==> config.mk <==
export PLATFORM = sky130hd
export DESIGN_NAME = csv_field_tokenizer_flat
export DESIGN_NICKNAME = d
export VERILOG_FILES = /design/src/rtl/core/csvt_pkg.sv /design/src/rtl/core/csvt_if.sv /design/src/rtl/core/csv_field_tokenizer.sv /design/src/rtl/core/csvt_decode.sv /design/src/rtl/core/csvt_tok_queue.sv /design/src/flat_wrapper.sv
export SDC_FILE = /design/constraint.sdc
export NUM_CORES = 1
export LEC_CHECK = 0
export ABC_AREA = 1
export BUFFER_PORTS_ARGS = -buffer_cell sky130_fd_sc_hd__clkbuf_2
export CELL_PAD_IN_SITES_DETAIL_PLACEMENT = 1
export CELL_PAD_IN_SITES_GLOBAL_PLACEMENT = 1
export CORE_ASPECT_RATIO = 1.5
export CORE_MARGIN = 5
export CORE_UTILIZATION = 42
export CTS_CLUSTER_DIAMETER = 50
export DETAILED_ROUTE_END_ITERATION = 16
export PLACE_DENSITY_LB_ADDON = 0.1
export SLEW_MARGIN = 25
export SYNTH_ARGS = -nofsm -noshare
export SYNTH_HDL_FRONTEND = slang
export SYNTH_SLANG_ARGS = --single-unit
==> constraint.sdc <==
create_clock -name clk_i -period 4.2 [get_ports clk_i]
set_input_delay 0.42 -clock clk_i [delete_from_list [all_inputs] [get_ports clk_i]]
set_output_delay 0.42 -clock clk_i [all_outputs]
set_load 0.1 [all_outputs]
==> src/rtl/core/csvt_pkg.sv <==
// Shared types and constants of the CSV field tokenizer.
// No dependencies; every other file of the block but csvt_if refers to it by scoped names.
package csvt_pkg;

  // Scan modes of the tokenizer state machine.
  localparam logic [2:0] MODE_LINE   = 3'd0;
  localparam logic [2:0] MODE_FSTART = 3'd1;
  localparam logic [2:0] MODE_PLAIN  = 3'd2;
  localparam logic [2:0] MODE_QUOTED = 3'd3;
  localparam logic [2:0] MODE_QSEEN  = 3'd4;
  localparam logic [2:0] MODE_SKIP   = 3'd5;

  // Token kinds.
  localparam logic [1:0] KIND_DATA   = 2'd0;
  localparam logic [1:0] KIND_FIELD  = 2'd1;
  localparam logic [1:0] KIND_RECORD = 2'd2;

  // Characters with a meaning to the scanner.
  localparam logic [7:0] CH_QUOTE = 8'h22;
  localparam logic [7:0] CH_COMMA = 8'h2C;
  localparam logic [7:0] CH_CR    = 8'h0D;
  localparam logic [7:0] CH_LF    = 8'h0A;

  localparam int unsigned MaxTokens = 3;

  typedef struct packed {
    logic [1:0] kind;
    logic [7:0] data;
    logic       last;
  } tok_t;

  // The tokens that one input byte produces, first token in slot zero.
  typedef struct packed {
    logic [1:0]           cnt;
    tok_t [MaxTokens-1:0] tok;
  } tok_batch_t;

endpackage

==> src/rtl/core/csvt_if.sv <==
// Handshake interfaces of the CSV field tokenizer: raw text in, tokens out.
// Depends on nothing but the valid/ready convention of the project.
interface csvt_in_if;
  logic       valid;
  logic       ready;
  logic [7:0] text_byte;
  logic       stream_end;

  modport source (output valid, text_byte, stream_end, input ready);
  modport sink   (input valid, text_byte, stream_end, output ready);
endinterface

interface csvt_out_if;
  logic       valid;
  logic       ready;
  logic [1:0] token_kind;
  logic [7:0] data_byte;
  logic       run_last;

  modport source (output valid, token_kind, data_byte, run_last, input ready);
  modport sink   (input valid, token_kind, data_byte, run_last, output ready);
endinterface

==> src/rtl/core/csv_field_tokenizer.sv <==
// Top level of the CSV field tokenizer: mode register, byte decode, token buffer.
// Depends on csvt_pkg, csvt_if, csvt_decode and csvt_tok_queue.
//
// The tokenizer takes CSV text one byte per word on src_i and produces tokens on
// tok_o: a data word for every field byte, an end-of-field word and an
// end-of-record word, with run_last set on the final token a byte causes. Quoted
// fields keep commas and line breaks as data, a doubled quote gives one quote,
// and bytes after a closing quote are dropped up to the next comma or break.
// Blank lines make no records, and a byte flagged stream_end closes any open
// field and record. The scan mode register is updated in the cycle a byte is
// accepted, so a byte may be taken every cycle. Each byte yields zero to three
// tokens, which are loaded into a three-entry buffer that drives tok_o from
// registers, one token per cycle while tok_o is ready; a byte that yields
// several tokens keeps src_i from taking the next byte until the last of them
// leaves, and a stall on tok_o holds src_i too. There is no configuration and
// no start-up sweep; the block is ready right after reset.
module csv_field_tokenizer (
  input  logic            clk_i,
  input  logic            rst_ni,
  csvt_in_if.sink         src_i,
  csvt_out_if.source      tok_o
);

  logic [2:0] mode_q, mode_d;
  logic       record_open_q;
  logic       accept;
  logic       can_load;
  csvt_pkg::tok_batch_t batch;
  csvt_pkg::tok_t       head;

  // The decode sees the current mode and the byte on the input channel.
  csvt_decode u_decode (
    .mode_i       (mode_q),
    .text_byte_i  (src_i.text_byte),
    .stream_end_i (src_i.stream_end),
    .mode_o       (mode_d),
    .batch_o      (batch)
  );

  // Ready only depends on the buffer having room for a whole batch.
  assign src_i.ready = can_load;
  assign accept      = src_i.valid && can_load;

  csvt_tok_queue u_queue (
    .clk_i       (clk_i),
    .rst_ni      (rst_ni),
    .load_i      (accept),
    .batch_i     (batch),
    .can_load_o  (can_load),
    .out_valid_o (tok_o.valid),
    .out_ready_i (tok_o.ready),
    .out_tok_o   (head)
  );

  assign tok_o.token_kind = head.kind;
  assign tok_o.data_byte  = head.data;
  assign tok_o.run_last   = head.last;

  // The mode and record flag only move when a byte is taken.
  always_ff @(posedge clk_i or negedge rst_ni) begin
    if (!rst_ni) begin
      mode_q        <= csvt_pkg::MODE_LINE;
      record_open_q <= 1'b0;
    end else if (accept) begin
      mode_q        <= mode_d;
      record_open_q <= (mode_d != csvt_pkg::MODE_LINE);
    end
  end

  // A record is open exactly when the scanner is away from line start.
  assert property (@(posedge clk_i) disable iff (!rst_ni)
    record_open_q == (mode_q != csvt_pkg::MODE_LINE))
    else $error("record flag disagrees with scan mode");

  // The unused mode codes are never reached.
  assert property (@(posedge clk_i) disable iff (!rst_ni)
    mode_q <= csvt_pkg::MODE_SKIP)
    else $error("scan mode left the defined codes");

  // After the last byte of a stream the scanner is back at line start.
  assert property (@(posedge clk_i) disable iff (!rst_ni)
    (accept && src_i.stream_end) |=> (mode_q == csvt_pkg::MODE_LINE))
    else $error("scanner not at line start after stream end");

  // A new byte is never taken while more than one token is still waiting.
  assert property (@(posedge clk_i) disable iff (!rst_ni)
    (tok_o.valid && !tok_o.run_last) |-> !accept)
    else $error("byte accepted while its predecessor's tokens are pending");

endmodule

==> src/rtl/core/csvt_decode.sv <==
// Next-state and token decode for one text byte.
// Uses csvt_pkg for mode codes, token kinds and the token batch type.
module csvt_decode (
  input  logic [2:0]          mode_i,
  input  logic [7:0]          text_byte_i,
  input  logic                stream_end_i,
  output logic [2:0]          mode_o,
  output csvt_pkg::tok_batch_t batch_o
);

  logic       brk;
  logic       is_comma;
  logic       is_quote;
  logic [2:0] m_cur;
  logic [2:0] m_main;
  logic [4:0] emit;
  logic       open_field;
  csvt_pkg::tok_t [4:0] cand;
  csvt_pkg::tok_t [csvt_pkg::MaxTokens-1:0] toks;
  logic [2:0] n;

  assign brk      = (text_byte_i == csvt_pkg::CH_CR) || (text_byte_i == csvt_pkg::CH_LF);
  assign is_comma = (text_byte_i == csvt_pkg::CH_COMMA);
  assign is_quote = (text_byte_i == csvt_pkg::CH_QUOTE);
  // Unused codes behave as line start.
  assign m_cur    = (mode_i > csvt_pkg::MODE_SKIP) ? csvt_pkg::MODE_LINE : mode_i;

  // emit[0] data, emit[1] field end, emit[2] record end,
  // emit[3] field end at stream end, emit[4] record end at stream end.
  always_comb begin
    m_main   = m_cur;
    emit     = '0;
    case (m_cur)
      csvt_pkg::MODE_LINE, csvt_pkg::MODE_FSTART: begin
        if (brk) begin
          emit[2] = (m_cur == csvt_pkg::MODE_FSTART);
          m_main  = csvt_pkg::MODE_LINE;
        end else if (is_comma) begin
          emit[1] = 1'b1;
          m_main  = csvt_pkg::MODE_FSTART;
        end else if (is_quote) begin
          m_main  = csvt_pkg::MODE_QUOTED;
        end else begin
          emit[0] = 1'b1;
          m_main  = csvt_pkg::MODE_PLAIN;
        end
      end
      csvt_pkg::MODE_QUOTED: begin
        if (is_quote) begin
          m_main  = csvt_pkg::MODE_QSEEN;
        end else begin
          emit[0] = 1'b1;
        end
      end
      default: begin
        // Plain field, skip after closing quote, or quote seen in a quoted field.
        if (m_cur == csvt_pkg::MODE_QSEEN && is_quote) begin
          emit[0] = 1'b1;
          m_main  = csvt_pkg::MODE_QUOTED;
        end else if (is_comma) begin
          emit[1] = 1'b1;
          m_main  = csvt_pkg::MODE_FSTART;
        end else if (brk) begin
          emit[1] = 1'b1;
          emit[2] = 1'b1;
          m_main  = csvt_pkg::MODE_LINE;
        end else if (m_cur == csvt_pkg::MODE_QSEEN) begin
          m_main  = csvt_pkg::MODE_SKIP;
        end else if (m_cur == csvt_pkg::MODE_PLAIN) begin
          emit[0] = 1'b1;
        end
      end
    endcase

    open_field = (m_main == csvt_pkg::MODE_PLAIN) || (m_main == csvt_pkg::MODE_QUOTED) ||
                 (m_main == csvt_pkg::MODE_QSEEN) || (m_main == csvt_pkg::MODE_SKIP);
    if (stream_end_i) begin
      emit[3] = open_field;
      emit[4] = open_field || (m_main == csvt_pkg::MODE_FSTART);
      mode_o  = csvt_pkg::MODE_LINE;
    end else begin
      mode_o  = m_main;
    end
  end

  always_comb begin
    cand[0] = '{kind: csvt_pkg::KIND_DATA,   data: text_byte_i, last: 1'b0};
    cand[1] = '{kind: csvt_pkg::KIND_FIELD,  data: 8'h00,       last: 1'b0};
    cand[2] = '{kind: csvt_pkg::KIND_RECORD, data: 8'h00,       last: 1'b0};
    cand[3] = '{kind: csvt_pkg::KIND_FIELD,  data: 8'h00,       last: 1'b0};
    cand[4] = '{kind: csvt_pkg::KIND_RECORD, data: 8'h00,       last: 1'b0};
    toks    = '0;
    n       = 3'd0;
    // Pack the raised candidates into the low slots, keeping their order.
    for (int i = 0; i < 5; i++) begin
      if (emit[i]) begin
        if (n < 3'(csvt_pkg::MaxTokens)) begin
          toks[n[1:0]] = cand[i];
        end
        n = n + 3'd1;
      end
    end
    if (n != 3'd0) begin
      toks[2'(n - 3'd1)].last = 1'b1;
    end
    batch_o.cnt = n[1:0];
    batch_o.tok = toks;
  end

endmodule

==> src/rtl/core/csvt_tok_queue.sv <==
// Three-slot token buffer that hands out one token per handshake.
// Uses csvt_pkg for the token and batch types.
module csvt_tok_queue (
  input  logic                 clk_i,
  input  logic                 rst_ni,
  input  logic                 load_i,
  input  csvt_pkg::tok_batch_t batch_i,
  output logic                 can_load_o,
  output logic                 out_valid_o,
  input  logic                 out_ready_i,
  output csvt_pkg::tok_t       out_tok_o
);

  logic [1:0] cnt_q, cnt_d;
  csvt_pkg::tok_t [csvt_pkg::MaxTokens-1:0] slot_q, slot_d;
  logic pop;

  assign out_valid_o = (cnt_q != 2'd0);
  assign out_tok_o   = slot_q[0];
  assign pop         = out_valid_o && out_ready_i;
  // A new batch may come in when the buffer is empty or its last token leaves this cycle.
  assign can_load_o  = (cnt_q == 2'd0) || ((cnt_q == 2'd1) && out_ready_i);

  always_comb begin
    cnt_d  = cnt_q;
    slot_d = slot_q;
    if (load_i) begin
      cnt_d  = batch_i.cnt;
      slot_d = batch_i.tok;
    end else if (pop) begin
      cnt_d     = cnt_q - 2'd1;
      slot_d[0] = slot_q[1];
      slot_d[1] = slot_q[2];
    end
  end

  always_ff @(posedge clk_i or negedge rst_ni) begin
    if (!rst_ni) begin
      cnt_q <= 2'd0;
    end else begin
      cnt_q <= cnt_d;
    end
  end

  always_ff @(posedge clk_i) begin
    slot_q <= slot_d;
  end

endmodule

==> src/flat_wrapper.sv <==
// flat-port wrapper written by rule: the top's interface ports become plain ports
module csv_field_tokenizer_flat 
  (clk_i, rst_ni, src_i_valid, src_i_text_byte, src_i_stream_end, src_i_ready, tok_o_valid, tok_o_token_kind, tok_o_data_byte, tok_o_run_last, tok_o_ready);
  csvt_in_if src_i_i ();
  csvt_out_if tok_o_i ();
  input  logic clk_i;
  input  logic rst_ni;
  input wire logic [$bits(src_i_i.valid)-1:0] src_i_valid;
  input wire logic [$bits(src_i_i.text_byte)-1:0] src_i_text_byte;
  input wire logic [$bits(src_i_i.stream_end)-1:0] src_i_stream_end;
  output wire logic [$bits(src_i_i.ready)-1:0] src_i_ready;
  output wire logic [$bits(tok_o_i.valid)-1:0] tok_o_valid;
  output wire logic [$bits(tok_o_i.token_kind)-1:0] tok_o_token_kind;
  output wire logic [$bits(tok_o_i.data_byte)-1:0] tok_o_data_byte;
  output wire logic [$bits(tok_o_i.run_last)-1:0] tok_o_run_last;
  input wire logic [$bits(tok_o_i.ready)-1:0] tok_o_ready;
  assign src_i_i.valid = src_i_valid;
  assign src_i_i.text_byte = src_i_text_byte;
  assign src_i_i.stream_end = src_i_stream_end;
  assign src_i_ready = src_i_i.ready;
  assign tok_o_valid = tok_o_i.valid;
  assign tok_o_token_kind = tok_o_i.token_kind;
  assign tok_o_data_byte = tok_o_i.data_byte;
  assign tok_o_run_last = tok_o_i.run_last;
  assign tok_o_i.ready = tok_o_ready;
  csv_field_tokenizer u_core (.clk_i(clk_i), .rst_ni(rst_ni), .src_i(src_i_i), .tok_o(tok_o_i));
endmodule
==> qor.txt <==
Slew Limit Fails - 0
Synth Area in Compound Gates - 0.104
maxcap violations - 0
initial DRC count - 28
die area - 0.00571 mm²
vias - 1,526
clk_skew - 2.54 ps
area grow syn2layout - 10.4%
Max Fclk - 270 MHz
Filler cells - 523
initial antenna violation count - 0
mux cell area share after synthesis - 0
critical path launch point type - flip-flop
nets - 283
Setup TNS - 0 ps
post_cts resized - 0
GRT Resource Usage Total - 0.163
final wirelength - 4.40 mm
layout cells sized above 1 - 0.264
post-route antenna net violation count - 0
Port Buffers - 25
Clock Pin Slew Worst Setup and Hold Paths - 80 ps
Core Rows - 29
Clk Latency, worst-skew pair - 260 ps
Final Wtd Congestion - 0.757
Core Box Area - 0.00417 mm²
vias in the first global route - 1,662
design area - 0.00198 mm²
initial core utilization - 0.430
sequential-to-total area share from yosys stat - 0.354
Simple-Gate Fraction of Synth Area - 0.292
adder-cell share of the synthesized area - 0.109
Slew headroom - 0.557
DRC - 0
synthesized flop and latch total - 22
kind of critical path - reg2reg
first-pass GRT wire length - 7.47 mm
Die Ht - 90.1 µm
io pins - 26
Avg Cell Area, Syn - 7.70 µm²
WP data arrival - 3720 ps
Synth Net Count - 261
Fin. Hold Viols - 0
CTS H-tree lvls - 1
Die W - 63.4 µm
status - completed
final setup fails - 0
routed len/inst - 14.7 µm
Clock Path Buffers - 2
pin count of the biggest net entering global routing - 20
DR vias/cell - 5.09
measured slew at the worst slew-check pin - 663 ps
WHS - 510 ps
grt total ovfl - 0
main combinational cell family by area after synthesis - simple AND/OR/NAND/NOR gates
Post-Synth XOR/XNOR Area - 0
Sink Count - 22
post-DP HPWL - 3.63 mm
crit path time final - 3700 ps
Worst Hold Class - in2async
Ys Warns - 0
ant diodes - 0
element type at the critical path end - flip-flop
Num CTS Buffers - 3
drt first pass iters - 4
number of distinct library cells after synthesis - 30
Area after DPL - 0.00192 mm²
CTS tree - done
synthesized cell area - 0.00179 mm²
RSZ-0062 raised after global routing - no
CTS Root Cell - clkbuf_8
Max FO, Critical Path - 5
Post-Synthesis Cells - 233
Req. time, crit path - 4220 ps
fin crit share - 0.881
==> synth_stat cells, drive strengths merged <==
cell type	number	area, µm²
o22ai	3	18.8
a31oi	1	6.26
dfrtp	5	125
edfxtp	17	510
o21bai	1	18.8
clkinv	1	3.75
o211ai	1	12.5
inv	44	165
a21oi	15	101
nor3	8	40.0
fa	1	20.0
or2	1	6.26
nand2	61	272
nor2	23	91.3
buf	11	80.1
o21ai	5	28.8
nand3	16	90.1
clkbuf	1	3.75
ha	14	175
nand4	4	25.0
==> state kept, by name (all words and copies together), names as in the netlist <==
name	count
u_core.mode_q	3
u_core.u_queue.cnt_q	2
u_core.u_queue.out_tok_o	11
u_core.u_queue.slot_q	6
==> worst max-delay path: stages, from the launching register on <==
cell and delay, ps:
dfrtp_1 420, inv_2 90, nand2_2 80, nand2_2 120
nand2_2 90, inv_2 70, nand2_2 50, inv_2 50
nand2_2 50, nand2_2 120, inv_1 70, o211ai_2 60
inv_1 110, fa_1 660, inv_1 130, ha_1 300
inv_1 50, nand3_1 80, nand2_2 100, inv_1 60
ha_1 260, inv_1 30, nand2_1 70, nand2_1 50
nand2_1 90, inv_2 60, nand2_1 60, nand2_1 60
==> what timing repair did <==
item                      CTS  global route
hold buffers                1             0
buffers inserted            0             0
hold endpoints to repair    5             0
==> final timing paths <==
| kind | start | depth (start not counted) | end | slack, ps |
|---|---|---|---|---|
| hold / removal | rst_ni | 2 | u_core.mode_q[2] | 510 |
| min in group clk_i | src_i_text_byte[7] | 3 | u_core.u_queue.out_tok_o[8] | 520 |
| setup / recovery | u_core.mode_q[1] | 27 | u_core.u_queue.slot_q[11] | 500 |
| hold reg to reg | u_core.u_queue.slot_q[31] | 2 | u_core.u_queue.slot_q[20] | 530 |
| max in group asynchronous | rst_ni | 2 | u_core.u_queue.cnt_q[1] | 3540 |
| setup reg to reg | u_core.mode_q[1] | 27 | u_core.u_queue.slot_q[11] | 500 |
==> cell families (layout without fill, tap and decap cells) <==
group | Yosys count | after routing
flip-flops | 22 | 22
adder cells (fa/ha/maj) | 15 | 15
AND/OR/NAND/NOR | 113 | 113
AO/OA/AOI/OAI | 26 | 26
buffers and inverters | 57 | 78
==> metal layers <==
metal	share of wire	vias up	track usage	wire length (µm)
met3	0.026	8	0.0212	114
met4	0.018	0	0.0537	80
met1	0.36	726	0.157	1600
met2	0.59	22	0.332	2610
met5	0	-	0	0
li1	-	770	-	-
==> layout by cell type, fill, tap and decap left out, types with 2 or more instances in the layout <==
master    count
a21oi_1      12
a21oi_4       2
buf_4         3
clkbuf_2     25
clkbuf_8      4
dfrtp_1       5
edfxtp_1     17
ha_1         14
inv_1        35
inv_2         9
nand2_1      46
nand2_2      14
nand3_1      14
nand3_2       2
nand4_1       4
nor2_1       21
nor2_2        2
nor3_1        8
o21ai_0       3
o22ai_1       3
==> stage by stage <==
stage / cells / worst slack (ps) / utilization
2_1_floorplan: 233 / 599 / -
3_3_place_gp: 295 / 338 / 0.459
3_5_place_dp: 295 / 251 / 0.459
4_1_cts: 300 / 469 / 0.475
5_1_grt: 300 / 98.6 / 0.475
6_report: 300 / 500 / 0.475
==> layout make-up <==
cell class	count	area (µm²)	share of cell area
clock buffer	4	55.1	0.0278
inverter	45	169	0.0853
multi-input combinational	154	906	0.457
sequential	22	636	0.321
tap	46	57.6	0.0291
timing repair buffer	29	158	0.0796
Power is left out: the tool's default activity adds up to more than one toggle a clock period on the data nets, which glitch-free logic cannot reach.
